===== config.mk =====
export PLATFORM = sky130hd
export DESIGN_NAME = cpc_queue
export DESIGN_NICKNAME = d
export VERILOG_FILES = /design/src/sv/cpc_pkg.sv /design/src/sv/cpc_queue.sv
export SDC_FILE = /design/constraint.sdc
export NUM_CORES = 1
export LEC_CHECK = 0
export ABC_AREA = 1
export BUFFER_PORTS_ARGS = -buffer_cell sky130_fd_sc_hd__buf_2
export CAP_MARGIN = 20
export CELL_PAD_IN_SITES_DETAIL_PLACEMENT = 0
export CELL_PAD_IN_SITES_GLOBAL_PLACEMENT = 2
export CORE_UTILIZATION = 30
export CTS_BUF_LIST = sky130_fd_sc_hd__clkbuf_8
export CTS_CLUSTER_SIZE = 30
export DETAILED_ROUTE_END_ITERATION = 16
export GPL_ROUTABILITY_DRIVEN = 1
export PLACE_DENSITY_LB_ADDON = 0.1
export SETUP_SLACK_MARGIN = 0.3
export SKIP_CTS_REPAIR_TIMING = 1
export SYNTH_ARGS = -nofsm -noshare
export SYNTH_HDL_FRONTEND = slang
export SYNTH_SLANG_ARGS = --single-unit

===== constraint.sdc =====
create_clock -name clock -period 24.2 [get_ports clock]
set_input_delay 2.42 -clock clock [delete_from_list [all_inputs] [get_ports clock]]
set_output_delay 2.42 -clock clock [all_outputs]
set_load 0.01 [all_outputs]

===== src/sv/cpc_pkg.sv =====
// shared types, constants and fixed-point helpers for the circle pair collision block
// no dependencies
package cpc_pkg;

   localparam int FRAC_BITS = 16;

   // signed width that holds any shifted 64 bit product plus its sign
   localparam int PW = 66 - FRAC_BITS;

   // front/back queue
   localparam int QDEPTH = 4;
   localparam int QAW    = 2;

   // back pipeline stage map
   localparam int SQ_STEPS  = 32;
   localparam int ST_OV     = SQ_STEPS;
   localparam int DIV_STEPS = 31;
   localparam int ST_DIV0   = ST_OV + 1;
   localparam int ST_PM     = ST_DIV0 + DIV_STEPS;
   localparam int ST_VN     = ST_PM + 1;
   localparam int ST_SW     = ST_VN + 1;
   localparam int ST_TM     = ST_SW + 1;
   localparam int ST_FIN    = ST_TM + 1;
   localparam int NSTAGE    = ST_FIN + 1;

   localparam logic [FRAC_BITS:0] HALF_W = (FRAC_BITS + 1)'(1) << (FRAC_BITS - 1);

   typedef struct packed {
      logic signed [31:0] first_x;
      logic signed [31:0] first_y;
      logic signed [31:0] first_vx;
      logic signed [31:0] first_vy;
      logic        [30:0] first_radius;
      logic        [30:0] first_mass;
      logic signed [31:0] second_x;
      logic signed [31:0] second_y;
      logic signed [31:0] second_vx;
      logic signed [31:0] second_vy;
      logic        [30:0] second_radius;
      logic        [30:0] second_mass;
   } cpc_req_type;

   typedef struct packed {
      logic               hit;
      logic               coincident;
      logic signed [31:0] new_first_x;
      logic signed [31:0] new_first_y;
      logic signed [31:0] new_first_vx;
      logic signed [31:0] new_first_vy;
      logic signed [31:0] new_second_x;
      logic signed [31:0] new_second_y;
      logic signed [31:0] new_second_vx;
      logic signed [31:0] new_second_vy;
   } cpc_rsp_type;

   // classified pair, front to back
   typedef struct packed {
      cpc_req_type        item;
      logic               hit;
      logic               coin;
      logic        [63:0] d2;
      logic signed [32:0] dx;
      logic signed [32:0] dy;
      logic        [31:0] rsum;
   } cpc_cls_type;

   typedef struct packed {
      logic full;
      logic nonempty;
   } cpc_qstat_type;

   // one back pipeline stage
   typedef struct packed {
      cpc_req_type          item;
      logic                 hit;
      logic                 coin;
      logic        [63:0]   d2;
      logic signed [32:0]   dx;
      logic signed [32:0]   dy;
      logic        [31:0]   rsum;
      logic        [33:0]   sq_rem;
      logic        [31:0]   sq_root;
      logic        [31:0]   msum;
      logic        [31:0]   wr1;
      logic        [31:0]   wr2;
      logic [FRAC_BITS:0]   w1;
      logic [FRAC_BITS:0]   w2;
      logic        [63:0]   nx;
      logic        [63:0]   ny;
      logic        [32:0]   drx;
      logic        [32:0]   dry;
      logic        [30:0]   qx;
      logic        [30:0]   qy;
      logic signed [31:0]   px;
      logic signed [31:0]   py;
      logic signed [PW-1:0] ux;
      logic signed [PW-1:0] uy;
      logic signed [31:0]   vn;
      logic signed [32:0]   s1;
      logic signed [32:0]   s2;
      logic signed [PW-1:0] t1x;
      logic signed [PW-1:0] t1y;
      logic signed [PW-1:0] t2x;
      logic signed [PW-1:0] t2y;
      cpc_rsp_type          res;
   } cpc_work_type;

   function automatic logic [31:0] abs33(input logic [32:0] v);
      logic [32:0] n;
      n = v[32] ? (~v + 33'd1) : v;
      return n[31:0];
   endfunction

   function automatic logic [PW-1:0] sx32(input logic [31:0] v);
      return {{(PW - 32){v[31]}}, v};
   endfunction

   // magnitude product shifted down, sign restored
   function automatic logic [PW-1:0] qsign(input logic [63:0] prod, input logic neg);
      logic [63:0]   m;
      logic [PW-1:0] t;
      m = prod >> FRAC_BITS;
      t = m[PW-1:0];
      return neg ? (~t + PW'(1)) : t;
   endfunction

   function automatic logic [31:0] sat32(input logic [PW-1:0] v);
      if (v[PW-1:31] == {(PW - 31){v[PW-1]}}) return v[31:0];
      else if (v[PW-1]) return 32'h8000_0000;
      else return 32'h7fff_ffff;
   endfunction

endpackage


===== src/sv/cpc_queue.sv =====
// short queue of classified pairs between front and back
// depends on cpc_pkg
module cpc_queue import cpc_pkg::*; (
   input  logic          clock,
   input  logic          reset,
   input  logic          push_valid,
   input  cpc_cls_type   push_data,
   input  logic          pop,
   output cpc_qstat_type qstat,
   output cpc_cls_type   head
);

   cpc_cls_type       mem_ff [QDEPTH];
   logic [QAW-1:0]    wr_ptr_ff, rd_ptr_ff;
   logic [QAW:0]      cnt_ff;
   logic              push;

   assign qstat.full     = (cnt_ff == (QAW + 1)'(QDEPTH));
   assign qstat.nonempty = (cnt_ff != '0);
   assign push           = push_valid && !qstat.full;
   assign head           = mem_ff[rd_ptr_ff];

   always_ff @(posedge clock) begin
      if (reset) begin
         wr_ptr_ff <= '0;
         rd_ptr_ff <= '0;
         cnt_ff    <= '0;
      end else begin
         if (push) wr_ptr_ff <= wr_ptr_ff + 1'b1;
         if (pop)  rd_ptr_ff <= rd_ptr_ff + 1'b1;
         if (push && !pop)      cnt_ff <= cnt_ff + 1'b1;
         else if (pop && !push) cnt_ff <= cnt_ff - 1'b1;
      end
   end

   always_ff @(posedge clock) begin
      if (push) mem_ff[wr_ptr_ff] <= push_data;
   end

endmodule


# --- Word level (Yosys, flattened, before mapping) ---
# Memory sizes are Yosys's and may differ from the RTL's. A register that Yosys moved wholly into a read port is not among the register bits.
# Index checks and enable logic that the tools add are counted.
# Widths: inputs -> output; s select.
totals:
  reg_bits: 7
  mem_bits_rw: 2176
  input_bits: 548
  output_inout_bits: 546
  word_cells: 23
  memories: 1
op_classes:
  n_addsub: 4
  n_eq_ne: 1
  n_mux: 6
  reduce_logical: 8
memory_table:
  columns: ["name", "depth", "width", "rd", "rd_clocked_by_memory_dff", "wr", "line", "source"]
  rows:
  - ["mem_ff", 4, 544, 1, 1, 1, "cpc_queue.sv:13", "cpc_cls_type mem_ff [QDEPTH];"]
ops:
  columns: ["operator", "n"]
  rows:
  - ["$mux 3", 2]
  - ["$add 2x1->2 const B", 2]
  - ["$mux 2", 2]
  - ["$add 3x1->3 const B", 1]
  - ["$eq 3x3->1 const B", 1]
  - ["$logic_and 1x1->1", 3]
  - ["$logic_not 1->1", 3]
  - ["$reduce_bool 3->1", 1]
  - ["$sub 3x1->3 const B", 1]
  - ["$mux 1", 2]
  - ["$reduce_bool 2->1", 1]

# --- Depth between registers and ports, before layout ---
# Gate-level depths: netlist of run 1.
logic_depth:
  ltp_word: 7
  ltp_mapped: 13
  ltp_nobuf: 13

# --- Worst setup path after synthesis of run 1 ---
# Ideal clock, no wire load.
synth_path:
  path_kind: "input to register"
  start: "input push_valid"
  end: "memory mem_ff[0][0] in the netlist's numbering, enable pin"
  setup_time_ps: 1466
  arrival_time_ps: 25026
  required_time_ps: 22734
  slack_ps: -2292
  cell_stages: 2
  path_buffers: 0
  path_cell_list: "nand2_1 nor2_1"
synth_via:
  elab_chain_len: 3
synth_lines:
  columns: ["element", "line", "source"]
  rows:
  - ["start: declaration", "cpc_queue.sv:6", "input logic push_valid,"]
  - ["$logic_and 1x1->1", "cpc_queue.sv:20", "assign push = push_valid && !qstat.full;"]
  - ["$mux 1", "cpc_queue.sv:37", "if (push) mem_ff[wr_ptr_ff] <= push_data;"]
  - ["$mux 1 (not written as such)", "cpc_queue.sv:37", null]
  - ["end: declaration", "cpc_queue.sv:13", null]
# No other way between the ends.

==> impl_metrics.tcl, run 1 <==
set metrics [dict create \
    seqPwrFrac 0.526 \
    synth_compound_area_frac 0.111 \
    irDropWorstVdd_mv 0.0425 \
    instances_no_fill 10411 \
    grt_pass1_wl_um 358000 \
    clkPwrFrac 0.361 \
    finalCriticalPeriod_ns 7.99 \
    p_int_mw 6.25 \
    place_congestion 0.758 \
    grt_util_met1 0.218 \
    drive_above_1_share 0.238 \
    cap_violations 0 \
    yosys-top-cells-area "edfxtp_1 (81%), o21ai_0 (6.8%), nor2_1 (5.1%)" \
    ant_nets 0 \
    cts.sinks 2185 \
    clock-root-buffer "clkbuf_8" \
    leakagePower_nw 33.1 \
    sw_frac_of_total 0.269 \
    io_buffers 1093 \
    cts_buffers 391 \
    worstPathCellList "buf_4 > buf_4 > buf_4 > buf_4 > nor2_1 > o22ai_1 > buf_2" \
    area_growth_pct 19.8 \
    dr_total_vias 49672 \
    slew-limit-headroom 0.0729 \
    max_clock_freq_ghz 0.125 \
    cellPowerDensity_nw_per_um2 88.7 \
    grt_max_degree 320 \
    r2r-start "cnt_ff[0]" \
    synth_top_cell_area_share 0.812 \
    drt-vias-per-instance 4.77 \
    wl_per_cell_um 24.5 \
    drcViolationCount 0 \
    layout_setup_ws_ns 16.21 \
    final_hold_viol_count 0 \
    dieWidth_um 520 \
    syn_area_um2 80500 \
    ys_seq_elements 2185 \
    comb_power_share 0.113 \
    synthMuxAreaShare 0 \
    clk_latency_ns 1.07 \
    period_share 0.330 \
    yosysSeqAreaShare 0.814 \
    synth_cells 5324 \
    wirelength_um 255000 \
    ios 1094 \
    preCtsSetupSlack_ns 17.03 \
    grt_pass1_vias 48383 \
    ctsLongestPathBuffers 4 \
    syn-num-nets 5878 \
    groute.usage.overall 0.181 \
    yosys_warnings 0 \
    clkTransAtPathRegs_ns 0.06 \
    rows 189 \
    synthAdderAreaFrac 0.00103 \
    htree_levels 5 \
    startpoint_type "flip-flop" \
    final.setup.tns_ns 0 \
    cp_slowest_stage_delay_ns 0.80 \
    hold_class "reg -> reg" \
    drv_slew 0 \
    grt_overflow 0 \
    nFillCells 25870 \
    synthXorXnorAreaFrac 0 \
    placed_cells 9658 \
    drtIter0Drc 3075 \
    cts_tree "yes" \
    crit_top_cell "buf_4" \
    synth_cell_types 21 \
    yosys.area_share.simple 0.0520 \
    layout.nets 7073 \
    synth_top_family_by_area "compound AO/OA/AOI/OAI gates" \
    core_um2 266000 \
    antenna_found_initial 219 \
    hpwl_um 149000 \
    worstPathArrival_ns 5.57 \
    fin_skew_ns 0.0420 \
    rsz0062_at_grt "no" \
    grt_most_used_layer "met2" \
    die_h_um 520 \
    syn_avg_cell_area_um2 15.1 \
    worst-setup-path-type "reg -> out" \
    yosys.area.top_type "edfxtp_1" \
    die_area_um2 270000 \
    dr.pass1.iters 5 \
    worst_pin_slew_ns 1.39 \
    totalPowerFinal_mw 8.55 \
    initial_core_util 0.303 \
    met2_usage 0.296 \
    crit_slowest_cell "buf_4" \
    p_switching_mw 2.30 \
    status "finished clean" \
    cp-end-kind "primary output" \
    required_ns 21.78 \
    min-delay-start "rd_ptr_ff[1]" \
    use_met3 0.0754 \
    crit_path_max_fanout 82 \
    setup_viol 0 \
]
layer usage:
layer,vias to the layer above,part of all wire
met5,-,0.0033
met4,134,0.027
met3,610,0.095
met2,1552,0.47
met1,24555,0.40
li1,22821,-
synthesized netlist by cell type:
cell	instances
edfxtp_1	2176
buf_8	3
inv_6	1
a21oi_1	5
dfxtp_1	9
clkbuf_1	249
fa_1	1
nor2_1	1097
nand4_1	1
o22ai_1	544
buf_2	49
nand3b_1	1
buf_1	9
nand2_1	8
ha_1	5
buf_6	14
inv_2	1
inv_1	18
buf_4	37
o21ai_0	1092
nand3_1	4
power by group through the flow:
stage	clock (mW)	combinational (mW)	sequential (mW)
finish	3.09	0.966	4.49
global placement	0	0.999	4.57
detailed placement	0	1.00	4.57
floorplan	0	0.468	4.81
CTS	3.21	1.00	4.50
global route	3.36	1.06	4.51
cell usage in the layout (no fill, tap or decap), drive strengths merged:
cell type	instances
nand4	1
o21ai	1092
bufinv	3
clkbuf	393
edfxtp	2176
clkinvlp	6
nand2	8
o22ai	544
buf	1163
diode	67
dfxtp	9
a21oi	5
ha	5
inv	174
nor2	1097
nand3	4
fa	1
nand3b	1
clkinv	129
state kept, by name, indices dropped and copies added, names as in the netlist, named ones only:
name / cells
rd_ptr_ff: 2
mem_ff: 2176
cnt_ff: 3
wr_ptr_ff: 2
stage by stage:
stage | util | hold WS, ns | instance area (um2)
6_report | 0.363 | 0.426 | 96400
3_3_place_gp | 0.336 | 0.420 | 89400
5_1_grt | 0.362 | 0.438 | 96300
2_1_floorplan | - | 0.412 | 80500
3_5_place_dp | 0.336 | 0.436 | 89400
4_1_cts | 0.362 | 0.421 | 96200
worst paths after layout:
kind,to,slack [ns],cells past startpoint
worst max-delay path,head[235],16.21,7
worst min-delay path,flip-flop,0.43,1
worst max register to register,mem_ff[0][348],19.69,7
worst min register to register,flip-flop,0.43,1
kinds of logic after synthesis:
kind of cell | after synthesis
simple gates | 1111
flops | 2185
compound gates | 1641
buf+inv | 381
fa+ha+maj | 6
worst max-delay path, delay by kind of cell (launching register included):
kind | cells | cell delay [ns]
compound gates | 1 | 0.45
simple gates | 1 | 0.13
flops | 1 | 0.60
buf+inv | 5 | 3.20
cell type report:
| class | instances | area [um2] | share of cell area |
|---|---|---|---|
| Clock inverter | 292 | 1430 | 0.0148 |
| Antenna cell | 67 | 168 | 0.00174 |
| Sequential cell | 2185 | 65500 | 0.680 |
| Multi-Input combinational cell | 2758 | 13200 | 0.137 |
| Inverter | 20 | 109 | 0.00113 |
| Clock buffer | 393 | 5410 | 0.0561 |
| Timing Repair Buffer | 1163 | 6170 | 0.0640 |
| Tap cell | 3533 | 4420 | 0.0458 |
(Power assumes the default switching activity.)
==> inputs of run 2 (changes only) <==
--- a/config.mk
+++ b/config.mk
@@ -5,7 +5,7 @@
 export SDC_FILE = /design/constraint.sdc
 export NUM_CORES = 1
 export LEC_CHECK = 0
-export ABC_AREA = 1
+export ABC_AREA = 0
 export BUFFER_PORTS_ARGS = -buffer_cell sky130_fd_sc_hd__buf_2
 export CAP_MARGIN = 20
 export CELL_PAD_IN_SITES_DETAIL_PLACEMENT = 0
==> constraint.sdc (replaced) <==
create_clock -name clock -period 7.55 [get_ports clock]
set_input_delay 0.755 -clock clock [delete_from_list [all_inputs] [get_ports clock]]
set_output_delay 0.755 -clock clock [all_outputs]
set_load 0.01 [all_outputs]
==> impl_metrics.tcl, run 2 <==
set metrics [dict create \
    drv_slew 0 \
    core_um2 260000 \
    cts_tree "yes" \
    synth_common_cells "edfxtp_1 (2176), mux4_2 (544), buf_2 (64)" \
    top_regs "mem_ff x2176, cnt_ff x3" \
    cp_slowest_stage_delay_ns 0.86 \
    rr_endpoint "mem_ff[3][454]" \
    required_ns 6.80 \
    synth_flop_cell "edfxtp_1" \
    crit_path_max_fanout 34 \
    regMostFlops "mem_ff" \
    grt_overflow 0 \
    final_hold_viol_count 0 \
    synth_edf_count 2176 \
    placed_cells 7421 \
    comb_power_share 0.140 \
    crit_top_cell "buf_4" \
    rrSetupSlack_ns 4.33 \
    min-delay-start "push_data[404]" \
    dr_total_vias 38749 \
    ios 1094 \
    dr.pass1.iters 5 \
    drcViolationCount 0 \
    clk_latency_ns 0.98 \
    final.setup.tns_ns 0 \
    hold_depth 1 \
    wirelength_um 218000 \
    design_area_um2 101000 \
    yosys.area.top_type "edfxtp_1" \
    startpoint_type "flip-flop" \
    htree_levels 5 \
    yosys_warnings 0 \
    cts.sinks 2185 \
    place_area_um2 88700 \
    synth_top_cell_area_share 0.830 \
    synth_cells 2890 \
    syn-num-nets 3444 \
    clkTransAtPathRegs_ns 0.06 \
    initial_core_util 0.303 \
    drt-vias-per-instance 4.46 \
    clock-root-buffer "clkbuf_8" \
    die_area_um2 264000 \
    p_switching_mw 7.41 \
    r2r-start "cnt_ff[0]" \
    rows 187 \
    period_share 0.601 \
    fin_skew_ns 0.0539 \
    ctsLongestPathBuffers 4 \
    largest_register_ffs 2176 \
    finalCriticalPeriod_ns 4.54 \
    place_congestion 0.710 \
    seqPwrFrac 0.513 \
    die_h_um 514 \
    clkPwrFrac 0.347 \
    sw_frac_of_total 0.260 \
    wl_per_cell_um 25.1 \
    synth_cell_types 21 \
    irDropWorstVdd_mv 0.147 \
    layout_common_cells "edfxtp_1 (2176), buf_2 (1093), mux4_2 (544), dlygate4sd3_1 (541), clkbuf_8 (397)" \
    layout.nets 5414 \
    worstPathCellList "buf_4 > buf_4 > mux4_2 > buf_2" \
    instances_no_fill 8689 \
    groute.usage.overall 0.161 \
    hpwl_um 138000 \
    min_to "mem_ff[1][404]" \
    drtIter0Drc 2312 \
    cp-end-kind "primary output" \
    ys_seq_elements 2185 \
    async_flop_share 0 \
    grt_max_degree 124 \
    preCtsSetupSlack_ns 3.73 \
    max_clock_freq_ghz 0.220 \
    area_growth_pct 28.4 \
    layout_setup_ws_ns 3.01 \
    grt_pass1_wl_um 302000 \
    ant_nets 0 \
    cap_violations 0 \
    crit_slowest_cell "dfxtp_4" \
    cellPowerDensity_nw_per_um2 282 \
    rsz0062_at_grt "no" \
    setup_viol 0 \
    slew-limit-headroom 0.226 \
    yosys-top-cells-area "edfxtp_1 (83%), mux4_2 (16%), buf_2 (0.41%)" \
    worst-setup-path-type "reg -> out" \
    worst_pin_slew_ns 1.16 \
    io_buffers 1093 \
    cts_buffers 392 \
    worstPathArrival_ns 3.78 \
    totalPowerFinal_mw 28.5 \
    p_int_mw 21.1 \
    yosysSeqAreaShare 0.832 \
    grt_pass1_vias 39348 \
    dieWidth_um 514 \
    worst_r2r_path_depth 5 \
    status "finished clean" \
    syn_avg_cell_area_um2 27.2 \
    synth_most_common_cell "edfxtp_1" \
    hold_class "in -> reg" \
    leakagePower_nw 34.1 \
    layout_commonest_cell "edfxtp_1" \
    syn_area_um2 78700 \
    drive_above_1_share 0.418 \
    antenna_found_initial 89 \
]
## run 2: cell count changes after synthesis, sizes merged, moves of 15 or more
cell / delta
o22ai: -544
nor2: -1091
o21ai: -1090
inv: -15
mux4: +544
clkbuf: -236
## run 2: final cells by class
class	count	area, um2
multi-input cells	577	12500
clock buffers	397	5460
diodes	36	90.1
flip-flops and latches	2185	65500
fillers	23906	159000
well taps	3496	4370
inverters	5	18.8
repair buffers	1699	11700
clock inverters	294	1440
## run 2: power groups by stage
stage                     Sequential, mW  Clock [mW]  Combinational (mW)
after detailed placement            14.9           0                3.87
final                               14.7        9.89                4.00
after floorplan                     15.1           0                1.95
after global placement              14.9           0                3.88
after global routing                14.7        10.8                4.30
after CTS                           14.7        10.3                3.88
## run 2: logic make-up (layout without fill, tap and decap cells)
logic type | count (synthesis) | in the layout | share of synthesized area
buf+inv | 128 | 2395 | 0.00893
mux | 546 | 546 | 0.156
simple gates | 17 | 17 | 0.00114
compound gates | 4 | 4 | 0.000254
flops | 2185 | 2185 | 0.832
other cells | 0 | 36 | 0
fa+ha+maj | 6 | 6 | 0.00105
xor+xnor | 4 | 4 | 0.000445
## run 2: worst max-delay path: cells and delay by family (launching register included)
family / cells / cell delay [ns]
buf+inv: 3 / 1.29
flops: 1 / 0.86
mux: 1 / 0.63
## run 2: worst max path at each step
stage / startpoint / to / slack (ns) / cells past startpoint
finish: flip-flop / head[441] / 3.01 / 4
detailed placement: flip-flop / head[441] / 3.73 / 4
floorplan: push_valid / mem_ff[0][0] / -0.65 / 3
global placement: flip-flop / head[441] / 3.79 / 4
global route: flip-flop / head[441] / 2.58 / 4
CTS: flip-flop / head[441] / 2.65 / 4
## run 2: per-layer routing
metal,global-route usage,part of all wire
met1,0.192,0.41
met2,0.250,0.47
met3,0.0762,0.092
met4,0.0614,0.031
met5,0,0.0020
## run 2: stage by stage
step                      hold slack (ns)  utilization
after CTS                          -0.174        0.367
after floorplan                     0.461            -
after global placement              0.499        0.341
after detailed placement            0.496        0.341
final                               0.125        0.389
after global routing               0.0122        0.388
